File: src/rtl/csp_pkg.sv
package csp_pkg;

  // Fixed field widths
  localparam int SAMPLE_W = 12;
  localparam int SPEED_W  = 14;
  localparam int SERR_W   = 15;
  localparam int PWM_W    = 12;
  localparam int OUT_W    = 21;
  localparam int ADDR_W   = 5;
  localparam int DATA_W   = 32;

  // Arithmetic: coefficients are Q8.24, products are 64 bits, sums 66 bits
  localparam int COEF_BITS = 24;
  localparam int OPND_W    = 32;
  localparam int PROD_W    = 64;
  localparam int ACC_W     = 66;

  // Fixed Q8.24 constants
  localparam int CUR_SCALE_Q24  = 105543;     // 0.0062908728 A per count
  localparam int CUR_OFFSET_Q24 = 207089845;  // 12.3435166538 A
  localparam int FILT_IN_Q24    = 511034;     // 0.03046
  localparam int FILT_FB_Q24    = 15755484;   // 0.9391

  // Limits
  localparam int SPEED_MAX  = 5000;
  localparam int IREF_LIMIT = 9;
  localparam int DUTY_MIN   = 800;
  localparam int DUTY_MAX   = 3200;

  // Register map, by word index
  typedef enum logic [2:0] {
    REG_LOOP_MODE     = 3'd0,
    REG_OPEN_DUTY     = 3'd1,
    REG_SPEED_TARGET  = 3'd2,
    REG_SPEED_GAIN_N  = 3'd3,
    REG_SPEED_GAIN_P  = 3'd4,
    REG_CUR_GAIN_N    = 3'd5,
    REG_CUR_GAIN_P    = 3'd6,
    REG_UNUSED        = 3'd7
  } reg_idx_t;

  localparam logic [11:0] OPEN_DUTY_RST = 12'd2000;
  localparam logic signed [13:0] SPEED_TARGET_RST = 14'sd100;
  localparam logic signed [31:0] SPEED_GAIN_N_RST = 32'sd15100;
  localparam logic signed [31:0] SPEED_GAIN_P_RST = -32'sd15099;
  localparam logic signed [31:0] CUR_GAIN_N_RST   = 32'sd1789570;
  localparam logic signed [31:0] CUR_GAIN_P_RST   = -32'sd1565896;

  // Configuration seen by the datapath and controller
  typedef struct packed {
    logic                      loop_mode;
    logic [11:0]               open_duty;
    logic signed [SPEED_W-1:0] speed_target;
    logic signed [31:0]        speed_gain_now;
    logic signed [31:0]        speed_gain_prev;
    logic signed [31:0]        current_gain_now;
    logic signed [31:0]        current_gain_prev;
  } cfg_t;

  // Multiplier operand pairs
  typedef enum logic [2:0] {
    MS_MEAS       = 3'd0,
    MS_SERR_NOW   = 3'd1,
    MS_SERR_PREV  = 3'd2,
    MS_MEAS_FILT  = 3'd3,
    MS_LMEAS_FILT = 3'd4,
    MS_LSMOOTH_FB = 3'd5,
    MS_CERR_NOW   = 3'd6,
    MS_CERR_PREV  = 3'd7
  } mul_sel_t;

  typedef enum logic [1:0] {
    ACC_HOLD = 2'd0,
    ACC_LOAD = 2'd1,
    ACC_ADD  = 2'd2
  } acc_op_t;

  typedef enum logic [1:0] {
    BIAS_MEAS = 2'd0,
    BIAS_FRAC = 2'd1,
    BIAS_COEF = 2'd2
  } bias_sel_t;

  // Controller to datapath commands
  typedef struct packed {
    logic      latch_in;
    mul_sel_t  mul_sel;
    acc_op_t   acc_op;
    bias_sel_t bias_sel;
    logic      ld_meas;
    logic      ld_iref;
    logic      ld_cerr;
    logic      ld_smooth;
    logic      ld_duty;
    logic      load_out;
    logic      commit;
  } cmd_t;

endpackage

File: src/rtl/cascaded_speed_current_pi_core.sv
// Channel  | Handshake            | Payload
// input    | in_valid / in_ready  | current_sample, speed_rpm
// output   | out_valid / out_ready| pwm_compare, current_reference,
//          |                      | current_measured, current_smoothed
// config   | APB psel/penable     | paddr, pwdata, prdata
//
// Closed and open loop share one 32x32 multiplier that forms one of eight
// products per cycle; open loop stops after the measurement step.
// A new item is taken once the previous one has been placed in the output
// register; a stalled output holds the next item's last step until taken.
// rst (synchronous) restores register defaults and clears the loop state.
module cascaded_speed_current_pi_core
  import csp_pkg::*;
#(
  parameter int FRAC_BITS = 16
) (
  input  logic                      clk,
  input  logic                      rst,
  input  logic                      in_valid,
  output logic                      in_ready,
  input  logic [SAMPLE_W-1:0]       current_sample,
  input  logic signed [SPEED_W-1:0] speed_rpm,
  output logic                      out_valid,
  input  logic                      out_ready,
  output logic [PWM_W-1:0]          pwm_compare,
  output logic signed [OUT_W-1:0]   current_reference,
  output logic signed [OUT_W-1:0]   current_measured,
  output logic signed [OUT_W-1:0]   current_smoothed,
  input  logic                      psel,
  input  logic                      penable,
  input  logic                      pwrite,
  input  logic [ADDR_W-1:0]         paddr,
  input  logic [DATA_W-1:0]         pwdata,
  output logic [DATA_W-1:0]         prdata,
  output logic                      pready
);

  cfg_t cfg;
  cmd_t cmd;

  csp_regs u_regs (
    .clk     (clk),
    .rst     (rst),
    .psel    (psel),
    .penable (penable),
    .pwrite  (pwrite),
    .paddr   (paddr),
    .pwdata  (pwdata),
    .prdata  (prdata),
    .pready  (pready),
    .cfg     (cfg)
  );

  csp_ctrl u_ctrl (
    .clk       (clk),
    .rst       (rst),
    .in_valid  (in_valid),
    .in_ready  (in_ready),
    .out_valid (out_valid),
    .out_ready (out_ready),
    .loop_mode (cfg.loop_mode),
    .cmd       (cmd)
  );

  csp_dp #(
    .FRAC_BITS (FRAC_BITS)
  ) u_dp (
    .clk               (clk),
    .rst               (rst),
    .cfg               (cfg),
    .cmd               (cmd),
    .current_sample    (current_sample),
    .speed_rpm         (speed_rpm),
    .pwm_compare       (pwm_compare),
    .current_reference (current_reference),
    .current_measured  (current_measured),
    .current_smoothed  (current_smoothed)
  );

endmodule

File: src/rtl/csp_regs.sv
module csp_regs
  import csp_pkg::*;
(
  input  logic              clk,
  input  logic              rst,
  input  logic              psel,
  input  logic              penable,
  input  logic              pwrite,
  input  logic [ADDR_W-1:0] paddr,
  input  logic [DATA_W-1:0] pwdata,
  output logic [DATA_W-1:0] prdata,
  output logic              pready,
  output cfg_t              cfg
);

  reg_idx_t idx;
  logic     wr_en;

  assign idx    = reg_idx_t'(paddr[ADDR_W-1:2]);
  assign wr_en  = psel && penable && pwrite;
  assign pready = 1'b1;

  // Register writes
  always_ff @(posedge clk) begin
    if (rst) begin
      cfg.loop_mode         <= 1'b0;
      cfg.open_duty         <= OPEN_DUTY_RST;
      cfg.speed_target      <= SPEED_TARGET_RST;
      cfg.speed_gain_now    <= SPEED_GAIN_N_RST;
      cfg.speed_gain_prev   <= SPEED_GAIN_P_RST;
      cfg.current_gain_now  <= CUR_GAIN_N_RST;
      cfg.current_gain_prev <= CUR_GAIN_P_RST;
    end else if (wr_en) begin
      case (idx)
        REG_LOOP_MODE:    cfg.loop_mode         <= pwdata[0];
        REG_OPEN_DUTY:    cfg.open_duty         <= pwdata[11:0];
        REG_SPEED_TARGET: cfg.speed_target      <= pwdata[SPEED_W-1:0];
        REG_SPEED_GAIN_N: cfg.speed_gain_now    <= pwdata;
        REG_SPEED_GAIN_P: cfg.speed_gain_prev   <= pwdata;
        REG_CUR_GAIN_N:   cfg.current_gain_now  <= pwdata;
        REG_CUR_GAIN_P:   cfg.current_gain_prev <= pwdata;
        default: ;
      endcase
    end
  end

  // Read back
  always_comb begin
    case (idx)
      REG_LOOP_MODE:    prdata = {{(DATA_W-1){1'b0}}, cfg.loop_mode};
      REG_OPEN_DUTY:    prdata = {{(DATA_W-12){1'b0}}, cfg.open_duty};
      REG_SPEED_TARGET: prdata = {{(DATA_W-SPEED_W){cfg.speed_target[SPEED_W-1]}},
                                  cfg.speed_target};
      REG_SPEED_GAIN_N: prdata = cfg.speed_gain_now;
      REG_SPEED_GAIN_P: prdata = cfg.speed_gain_prev;
      REG_CUR_GAIN_N:   prdata = cfg.current_gain_now;
      REG_CUR_GAIN_P:   prdata = cfg.current_gain_prev;
      default:          prdata = '0;
    endcase
  end

endmodule

File: src/rtl/csp_ctrl.sv
module csp_ctrl
  import csp_pkg::*;
(
  input  logic clk,
  input  logic rst,
  input  logic in_valid,
  output logic in_ready,
  output logic out_valid,
  input  logic out_ready,
  input  logic loop_mode,
  output cmd_t cmd
);

  typedef enum logic [11:0] {
    ST_IDLE = 12'b0000_0000_0001,
    ST_T1   = 12'b0000_0000_0010,
    ST_T2   = 12'b0000_0000_0100,
    ST_T3   = 12'b0000_0000_1000,
    ST_T4   = 12'b0000_0001_0000,
    ST_T5   = 12'b0000_0010_0000,
    ST_T6   = 12'b0000_0100_0000,
    ST_T7   = 12'b0000_1000_0000,
    ST_T8   = 12'b0001_0000_0000,
    ST_T9   = 12'b0010_0000_0000,
    ST_T10  = 12'b0100_0000_0000,
    ST_FIN  = 12'b1000_0000_0000
  } state_t;

  state_t state, state_next;
  logic   out_free;

  assign in_ready = (state == ST_IDLE);
  assign out_free = !out_valid || out_ready;

  // Schedule: one product issued per cycle, summed the cycle after
  always_comb begin
    state_next   = state;
    cmd          = '0;
    cmd.mul_sel  = MS_MEAS;
    cmd.acc_op   = ACC_HOLD;
    cmd.bias_sel = BIAS_MEAS;
    case (state)
      ST_IDLE: begin
        cmd.latch_in = in_valid;
        if (in_valid) state_next = ST_T1;
      end
      ST_T1: begin
        cmd.mul_sel = MS_MEAS;
        state_next  = ST_T2;
      end
      ST_T2: begin
        cmd.acc_op   = ACC_LOAD;
        cmd.bias_sel = BIAS_MEAS;
        cmd.mul_sel  = MS_SERR_NOW;
        state_next   = ST_T3;
      end
      ST_T3: begin
        cmd.ld_meas  = 1'b1;
        cmd.acc_op   = ACC_LOAD;
        cmd.bias_sel = BIAS_FRAC;
        cmd.mul_sel  = MS_SERR_PREV;
        state_next   = loop_mode ? ST_T4 : ST_FIN;
      end
      ST_T4: begin
        cmd.acc_op  = ACC_ADD;
        cmd.mul_sel = MS_MEAS_FILT;
        state_next  = ST_T5;
      end
      ST_T5: begin
        cmd.ld_iref  = 1'b1;
        cmd.acc_op   = ACC_LOAD;
        cmd.bias_sel = BIAS_COEF;
        cmd.mul_sel  = MS_LMEAS_FILT;
        state_next   = ST_T6;
      end
      ST_T6: begin
        cmd.ld_cerr = 1'b1;
        cmd.acc_op  = ACC_ADD;
        cmd.mul_sel = MS_LSMOOTH_FB;
        state_next  = ST_T7;
      end
      ST_T7: begin
        cmd.acc_op  = ACC_ADD;
        cmd.mul_sel = MS_CERR_NOW;
        state_next  = ST_T8;
      end
      ST_T8: begin
        cmd.ld_smooth = 1'b1;
        cmd.acc_op    = ACC_LOAD;
        cmd.bias_sel  = BIAS_COEF;
        cmd.mul_sel   = MS_CERR_PREV;
        state_next    = ST_T9;
      end
      ST_T9: begin
        cmd.acc_op = ACC_ADD;
        state_next = ST_T10;
      end
      ST_T10: begin
        cmd.ld_duty = 1'b1;
        state_next  = ST_FIN;
      end
      ST_FIN: begin
        if (out_free) begin
          cmd.load_out = 1'b1;
          cmd.commit   = loop_mode;
          state_next   = ST_IDLE;
        end
      end
      default: state_next = ST_IDLE;
    endcase
  end

  always_ff @(posedge clk) begin
    if (rst) begin
      state     <= ST_IDLE;
      out_valid <= 1'b0;
    end else begin
      state <= state_next;
      if (cmd.load_out) begin
        out_valid <= 1'b1;
      end else if (out_ready) begin
        out_valid <= 1'b0;
      end
    end
  end

`ifndef ASSERT_OFF
  a_accept_starts: assert property (@(posedge clk) disable iff (rst)
    (in_valid && in_ready) |=> (state == ST_T1))
    else $error("accepted item did not start the sequence");
  a_no_overwrite: assert property (@(posedge clk) disable iff (rst)
    cmd.load_out |-> (!out_valid || out_ready))
    else $error("result overwritten while waiting");
  a_load_shows: assert property (@(posedge clk) disable iff (rst)
    cmd.load_out |=> out_valid)
    else $error("loaded result not presented");
  a_open_no_commit: assert property (@(posedge clk) disable iff (rst)
    (cmd.commit || cmd.ld_duty) |-> loop_mode)
    else $error("loop state touched in open loop");
`endif

endmodule

File: src/rtl/csp_dp.sv
module csp_dp
  import csp_pkg::*;
#(
  parameter int FRAC_BITS = 16
) (
  input  logic                       clk,
  input  logic                       rst,
  input  cfg_t                       cfg,
  input  cmd_t                       cmd,
  input  logic [SAMPLE_W-1:0]        current_sample,
  input  logic signed [SPEED_W-1:0]  speed_rpm,
  output logic [PWM_W-1:0]           pwm_compare,
  output logic signed [OUT_W-1:0]    current_reference,
  output logic signed [OUT_W-1:0]    current_measured,
  output logic signed [OUT_W-1:0]    current_smoothed
);

  // Value widths: measured and reference, errors and filter, duty
  localparam int VW = FRAC_BITS + 5;
  localparam int EW = FRAC_BITS + 6;
  localparam int DW = FRAC_BITS + 13;
  localparam int SH = COEF_BITS - FRAC_BITS;

  localparam logic signed [ACC_W-1:0] HALF_FRAC = (ACC_W'(1) << SH) >> 1;
  localparam logic signed [ACC_W-1:0] HALF_COEF = ACC_W'(1) << (COEF_BITS - 1);
  localparam logic signed [ACC_W-1:0] BIAS_M    = HALF_FRAC - ACC_W'(CUR_OFFSET_Q24);
  localparam logic signed [ACC_W-1:0] IREF_HI   = ACC_W'(IREF_LIMIT) << FRAC_BITS;
  localparam logic signed [ACC_W-1:0] IREF_LO   = -IREF_HI;
  localparam logic signed [ACC_W-1:0] DUTY_HI   = ACC_W'(DUTY_MAX) << FRAC_BITS;
  localparam logic signed [ACC_W-1:0] DUTY_LO   = ACC_W'(DUTY_MIN) << FRAC_BITS;

  // Item registers
  logic [SAMPLE_W-1:0]      sample;
  logic signed [SERR_W-1:0] speed_err;
  logic signed [VW-1:0]     measured;
  logic signed [VW-1:0]     iref;
  logic signed [EW-1:0]     cur_err;
  logic signed [EW-1:0]     smoothed;
  logic signed [DW-1:0]     duty;

  // Loop state
  logic signed [SERR_W-1:0] last_serr;
  logic signed [VW-1:0]     last_iref;
  logic signed [EW-1:0]     last_cerr;
  logic signed [DW-1:0]     last_duty;
  logic signed [EW-1:0]     last_smooth;
  logic signed [VW-1:0]     last_meas;

  logic signed [OPND_W-1:0] mul_a, mul_b;
  logic signed [PROD_W-1:0] prod;
  logic signed [ACC_W-1:0]  acc, bias, frac_sum, coef_sum;
  logic signed [ACC_W-1:0]  iref_sum, duty_sum;
  logic signed [SPEED_W-1:0] target_sat;
  logic signed [VW-1:0]     iref_next;
  logic signed [DW-1:0]     duty_next;

  // Saturated speed target
  assign target_sat = (cfg.speed_target > SPEED_W'(SPEED_MAX)) ?
                      SPEED_W'(SPEED_MAX) : cfg.speed_target;

  // Shared multiplier operand select
  always_comb begin
    case (cmd.mul_sel)
      MS_MEAS: begin
        mul_a = OPND_W'({1'b0, sample});
        mul_b = OPND_W'(CUR_SCALE_Q24);
      end
      MS_SERR_NOW: begin
        mul_a = OPND_W'(speed_err);
        mul_b = cfg.speed_gain_now;
      end
      MS_SERR_PREV: begin
        mul_a = OPND_W'(last_serr);
        mul_b = cfg.speed_gain_prev;
      end
      MS_MEAS_FILT: begin
        mul_a = OPND_W'(measured);
        mul_b = OPND_W'(FILT_IN_Q24);
      end
      MS_LMEAS_FILT: begin
        mul_a = OPND_W'(last_meas);
        mul_b = OPND_W'(FILT_IN_Q24);
      end
      MS_LSMOOTH_FB: begin
        mul_a = OPND_W'(last_smooth);
        mul_b = OPND_W'(FILT_FB_Q24);
      end
      MS_CERR_NOW: begin
        mul_a = OPND_W'(cur_err);
        mul_b = cfg.current_gain_now;
      end
      MS_CERR_PREV: begin
        mul_a = OPND_W'(last_cerr);
        mul_b = cfg.current_gain_prev;
      end
      default: begin
        mul_a = '0;
        mul_b = '0;
      end
    endcase
  end

  // Rounding bias for a fresh sum
  always_comb begin
    case (cmd.bias_sel)
      BIAS_MEAS: bias = BIAS_M;
      BIAS_FRAC: bias = HALF_FRAC;
      BIAS_COEF: bias = HALF_COEF;
      default:   bias = '0;
    endcase
  end

  // Scale back to the value format, add the previous output, clamp
  assign frac_sum = acc >>> SH;
  assign coef_sum = acc >>> COEF_BITS;
  assign iref_sum = frac_sum + ACC_W'(last_iref);
  assign duty_sum = coef_sum + ACC_W'(last_duty);

  always_comb begin
    if (iref_sum > IREF_HI) begin
      iref_next = VW'(IREF_HI);
    end else if (iref_sum < IREF_LO) begin
      iref_next = VW'(IREF_LO);
    end else begin
      iref_next = VW'(iref_sum);
    end
    if (duty_sum > DUTY_HI) begin
      duty_next = DW'(DUTY_HI);
    end else if (duty_sum < DUTY_LO) begin
      duty_next = DW'(DUTY_LO);
    end else begin
      duty_next = DW'(duty_sum);
    end
  end

  // Product, accumulator and item registers
  always_ff @(posedge clk) begin
    prod <= PROD_W'(mul_a) * PROD_W'(mul_b);
    case (cmd.acc_op)
      ACC_LOAD: acc <= bias + ACC_W'(prod);
      ACC_ADD:  acc <= acc + ACC_W'(prod);
      default:  acc <= acc;
    endcase
    if (cmd.latch_in) begin
      sample    <= current_sample;
      speed_err <= SERR_W'(target_sat) - SERR_W'(speed_rpm);
    end
    if (cmd.ld_meas)   measured <= VW'(frac_sum);
    if (cmd.ld_iref)   iref     <= iref_next;
    if (cmd.ld_cerr)   cur_err  <= EW'(iref) - EW'(measured);
    if (cmd.ld_smooth) smoothed <= EW'(coef_sum);
    if (cmd.ld_duty)   duty     <= duty_next;
  end

  // Loop state update, closed loop only
  always_ff @(posedge clk) begin
    if (rst) begin
      last_serr   <= '0;
      last_iref   <= '0;
      last_cerr   <= '0;
      last_duty   <= '0;
      last_smooth <= '0;
      last_meas   <= '0;
    end else if (cmd.commit) begin
      last_serr   <= speed_err;
      last_iref   <= iref;
      last_cerr   <= cur_err;
      last_duty   <= duty;
      last_smooth <= smoothed;
      last_meas   <= measured;
    end
  end

  // Output register
  always_ff @(posedge clk) begin
    if (cmd.load_out) begin
      current_measured <= OUT_W'(measured);
      if (cfg.loop_mode) begin
        pwm_compare       <= duty[FRAC_BITS +: PWM_W] - PWM_W'(1);
        current_reference <= OUT_W'(iref);
        current_smoothed  <= OUT_W'(smoothed);
      end else begin
        pwm_compare       <= cfg.open_duty - PWM_W'(1);
        current_reference <= OUT_W'(last_iref);
        current_smoothed  <= OUT_W'(last_smooth);
      end
    end
  end

endmodule

File: config.mk
export PLATFORM = sky130hd
export DESIGN_NAME = cascaded_speed_current_pi_core
export DESIGN_NICKNAME = d
export VERILOG_FILES = /design/src/rtl/csp_pkg.sv /design/src/rtl/cascaded_speed_current_pi_core.sv /design/src/rtl/csp_regs.sv /design/src/rtl/csp_ctrl.sv /design/src/rtl/csp_dp.sv
export SDC_FILE = /design/constraint.sdc
export NUM_CORES = 2
export LEC_CHECK = 0
export ABC_AREA = 1
export BUFFER_PORTS_ARGS = -buffer_cell sky130_fd_sc_hd__buf_4
export CAP_MARGIN = 20
export CORE_MARGIN = 5
export CORE_UTILIZATION = 60
export CTS_CLUSTER_DIAMETER = 60
export DETAILED_ROUTE_END_ITERATION = 10
export PLACE_DENSITY_LB_ADDON = 0.08
export SLEW_MARGIN = 20
export SYNTH_ARGS = -nofsm -noshare
export SYNTH_HDL_FRONTEND = slang
export SYNTH_SLANG_ARGS = --single-unit
File: constraint.sdc
create_clock -name clk -period 21.5 [get_ports clk]
set_input_delay 4.3 -clock clk [delete_from_list [all_inputs] [get_ports clk]]
set_output_delay 4.3 -clock clk [all_outputs]
set_load 0.01 [all_outputs]
==> metrics <==
via count=59540; most frequent cells in the layout=inv_1 (1933), nand2_1 (1783), nor2_1 (885); mapped cell area=67660 sq um; Setup crit end kind=flop; initial antenna violation count=10; Leak=38.23 nW; Avg Vias per Cell=5.713; Avg WL per Cell=21.70 microns; global-route wire length before repair=344.0 mm; share of cells above drive strength 1=6.261%; Non-Filler Instances=10420; Die Span X=345.8 microns; Clock Path Buffers=3; clock network power share=29.5%; crit path time final=11880 ps; Setup CP Type=reg2reg; Mapped Avg Cell Area=7.723 sq um; maximum vdd drop=0.0001131 V; Yosys cell types=67; Slew @ Worst Pin=1185 ps; slew margin rel.=20.74%; Setup Viol. Count Final=0; Overflow after GRT=0; Residual DRC=0; Crit-path slowest cell=fa_1; cell mode on critical path=fa_1; power per cell area=65.41 nW/um^2; Post-CTS Setup Bufs=0; Post-Syn Instances=8760; final wirelength=226.1 mm; number of iterations in the first detailed-routing pass=6; top-area cell type share of the netlist area=24.23%; initial DRC count=6044; fin crit share=55.27%; YS warnings=0; Sum Neg Setup Slack=0 ps; Post-synth EDFFs=283; FFs w/ async S/R, synth=0%; die area=119600 sq um; internal power=0.002915 W; commonest non-fill, non-tap cell in the layout=inv_1; Die Span Y=345.8 microns; CTS buffer count=80; cells taking the most area after synthesis=fa_1 (24%), edfxtp_1 (13%), inv_1 (11%); CTS resizes=0; CP required=22120 ps; DP Wirelength=179.0 mm; hold buffer count at CTS=0; Top Ports=180; critical path buffer and inverter count=11; largest net degree at the start of global routing=116; CP top delay family=adder cells; leading area contributor after synthesis=fa_1; clk slew on worst S/H paths=60 ps; status=completed; Starting Density=60.30%; # nets final=10110; PortBufs=176; Synth Net Count=10020; unrepaired setup endpoints after global routing=no; row cnt=123; clock sinks=645; CP max stage delay=820 ps; max-slew violation count=0; CTS H-tree lvls=3; CORE AREA=112200 sq um; Overall Global Routing Usage=37.41%; # fillers=9934; Flop pwr share=29.1%; top_reg_cell synth=dfxtp_1; Final ANT Viol Nets=0; fmax=84.15 MHz; vias in the first global route=57720; Area Growth Syn to Fin=8.233%; CTS tree=yes; synthesized flop and latch total=645; Tightest Hold Check Type=reg2reg; worst skew pair latency=700 ps; clock skew after layout=42.22 ps; type of origin of the critical path=flop; switching pwr=0.001874 W; combinational share of power=41.4%; Sw Share=39.13%; Root Buffer=clkbuf_16; max_cap viols=0; count of final hold-check violations=0; Placed Cells=10270; worst path arrival time=12510 ps; RD Place Congestion=1.040; Seq/Total Area, Yosys=23.27%; Critical Path Fanout Max=37
-- power groups by stage --
stage,combinational (W),sequential [W],clock [W]
final,0.00198,0.00139,0.00141
after global routing,0.00223,0.00140,0.00147
after CTS,0.00196,0.00139,0.00142
after detailed placement,0.00195,0.00142,0
after global placement,0.00193,0.00142,0
after floorplan,0.00140,0.00141,0
-- layer usage --
metal	track usage [%]	vias up	share of wire, %
met5	0	-	0
met4	16.35	0	5.1
met3	9.546	603	12
met2	56.85	2950	43
met1	51.03	28660	40
li1	-	27330	-
-- cells in the mapped netlist, types with 20 or more instances --
cell	n
a21oi_1	571
a221oi_1	39
a31oi_1	57
buf_2	70
clkbuf_1	152
dfxtp_1	362
edfxtp_1	283
fa_1	819
ha_1	375
inv_1	1935
inv_2	35
nand2_1	1785
nand3_1	178
nand3b_1	38
nand4_1	53
nor2_1	890
nor2_2	52
nor3_1	52
o2111ai_1	20
o211ai_1	37
o21ai_0	447
o221ai_1	26
o22ai_1	56
xnor2_1	66
xor2_1	120
-- cell type report --
| type | instances | area [sq um] | share of cell area [%] |
|---|---|---|---|
| flip-flops and latches | 645 | 15750 | 21.50 |
| clock buffers | 111 | 2322 | 3.171 |
| well taps | 1500 | 1877 | 2.563 |
| diodes | 9 | 22.52 | 0.03076 |
| repair buffers | 245 | 1839 | 2.512 |
| inverters | 1985 | 7461 | 10.19 |
| clock inverters | 37 | 464.2 | 0.6339 |
| multi-input cells | 5890 | 43490 | 59.40 |
-- kinds of logic after synthesis --
logic type | synth area share (%)
AOI/OAI and AO/OA | 11.45
buffers and inverters | 12.55
and+or+nand+nor | 19.11
DFF | 23.27
other | 0.01110
xor gates and xnor gates | 2.408
adders and majority gates | 31.17
muxes | 0.02959
-- tightest hold or removal path, stage by stage (launching register included) --
cell     delay (ps)
dfxtp_1         310
inv_1            50
a21oi_1          50
-- worst paths after layout --
kind,start,endpoint,slack [ps],depth (start not counted)
hold reg to reg,u_dp.last_meas[8],u_dp.last_meas[8],450,2
setup reg to reg,u_ctrl.state[8],u_dp.prod[60],9620,35
hold / removal,u_dp.last_meas[8],u_dp.last_meas[8],450,2
setup / recovery,u_ctrl.state[8],u_dp.prod[60],9620,35
-- state kept, by name (all words and copies together), names as in the netlist --
name	cells
u_dp.last_smooth	22
u_dp.current_reference	21
u_dp.current_smoothed	21
u_dp.last_cerr	22
u_dp.measured	21
u_ctrl.state	12
u_dp.last_iref	21
u_dp.speed_err	15
u_dp.current_measured	21
u_dp.last_serr	15
u_dp.pwm_compare	12
u_dp.last_meas	21
u_dp.last_duty	29
u_dp.smoothed	22
u_regs.cfg	155
u_dp.acc	66
u_dp.prod	64
u_ctrl.out_valid	1
u_dp.iref	21
u_dp.cur_err	22
u_dp.sample	12
u_dp.duty	29
-- per-stage QoR --
stage          total power (W)  worst slack [ps]  util [%]  instance area, sq um  hold WS, ps
2_1_floorplan         0.002812             11780         -                 67660        423.6
3_3_place_gp          0.003347              9914     62.76                 70420        432.5
3_5_place_dp          0.003368              9935     62.76                 70420        438.6
4_1_cts               0.004779              9865     65.25                 73200        446.4
5_1_grt               0.005099              9279     65.26                 73210        465.7
6_report              0.004790              9616     65.27                 73230        446.4
(Power assumes the default switching activity.)
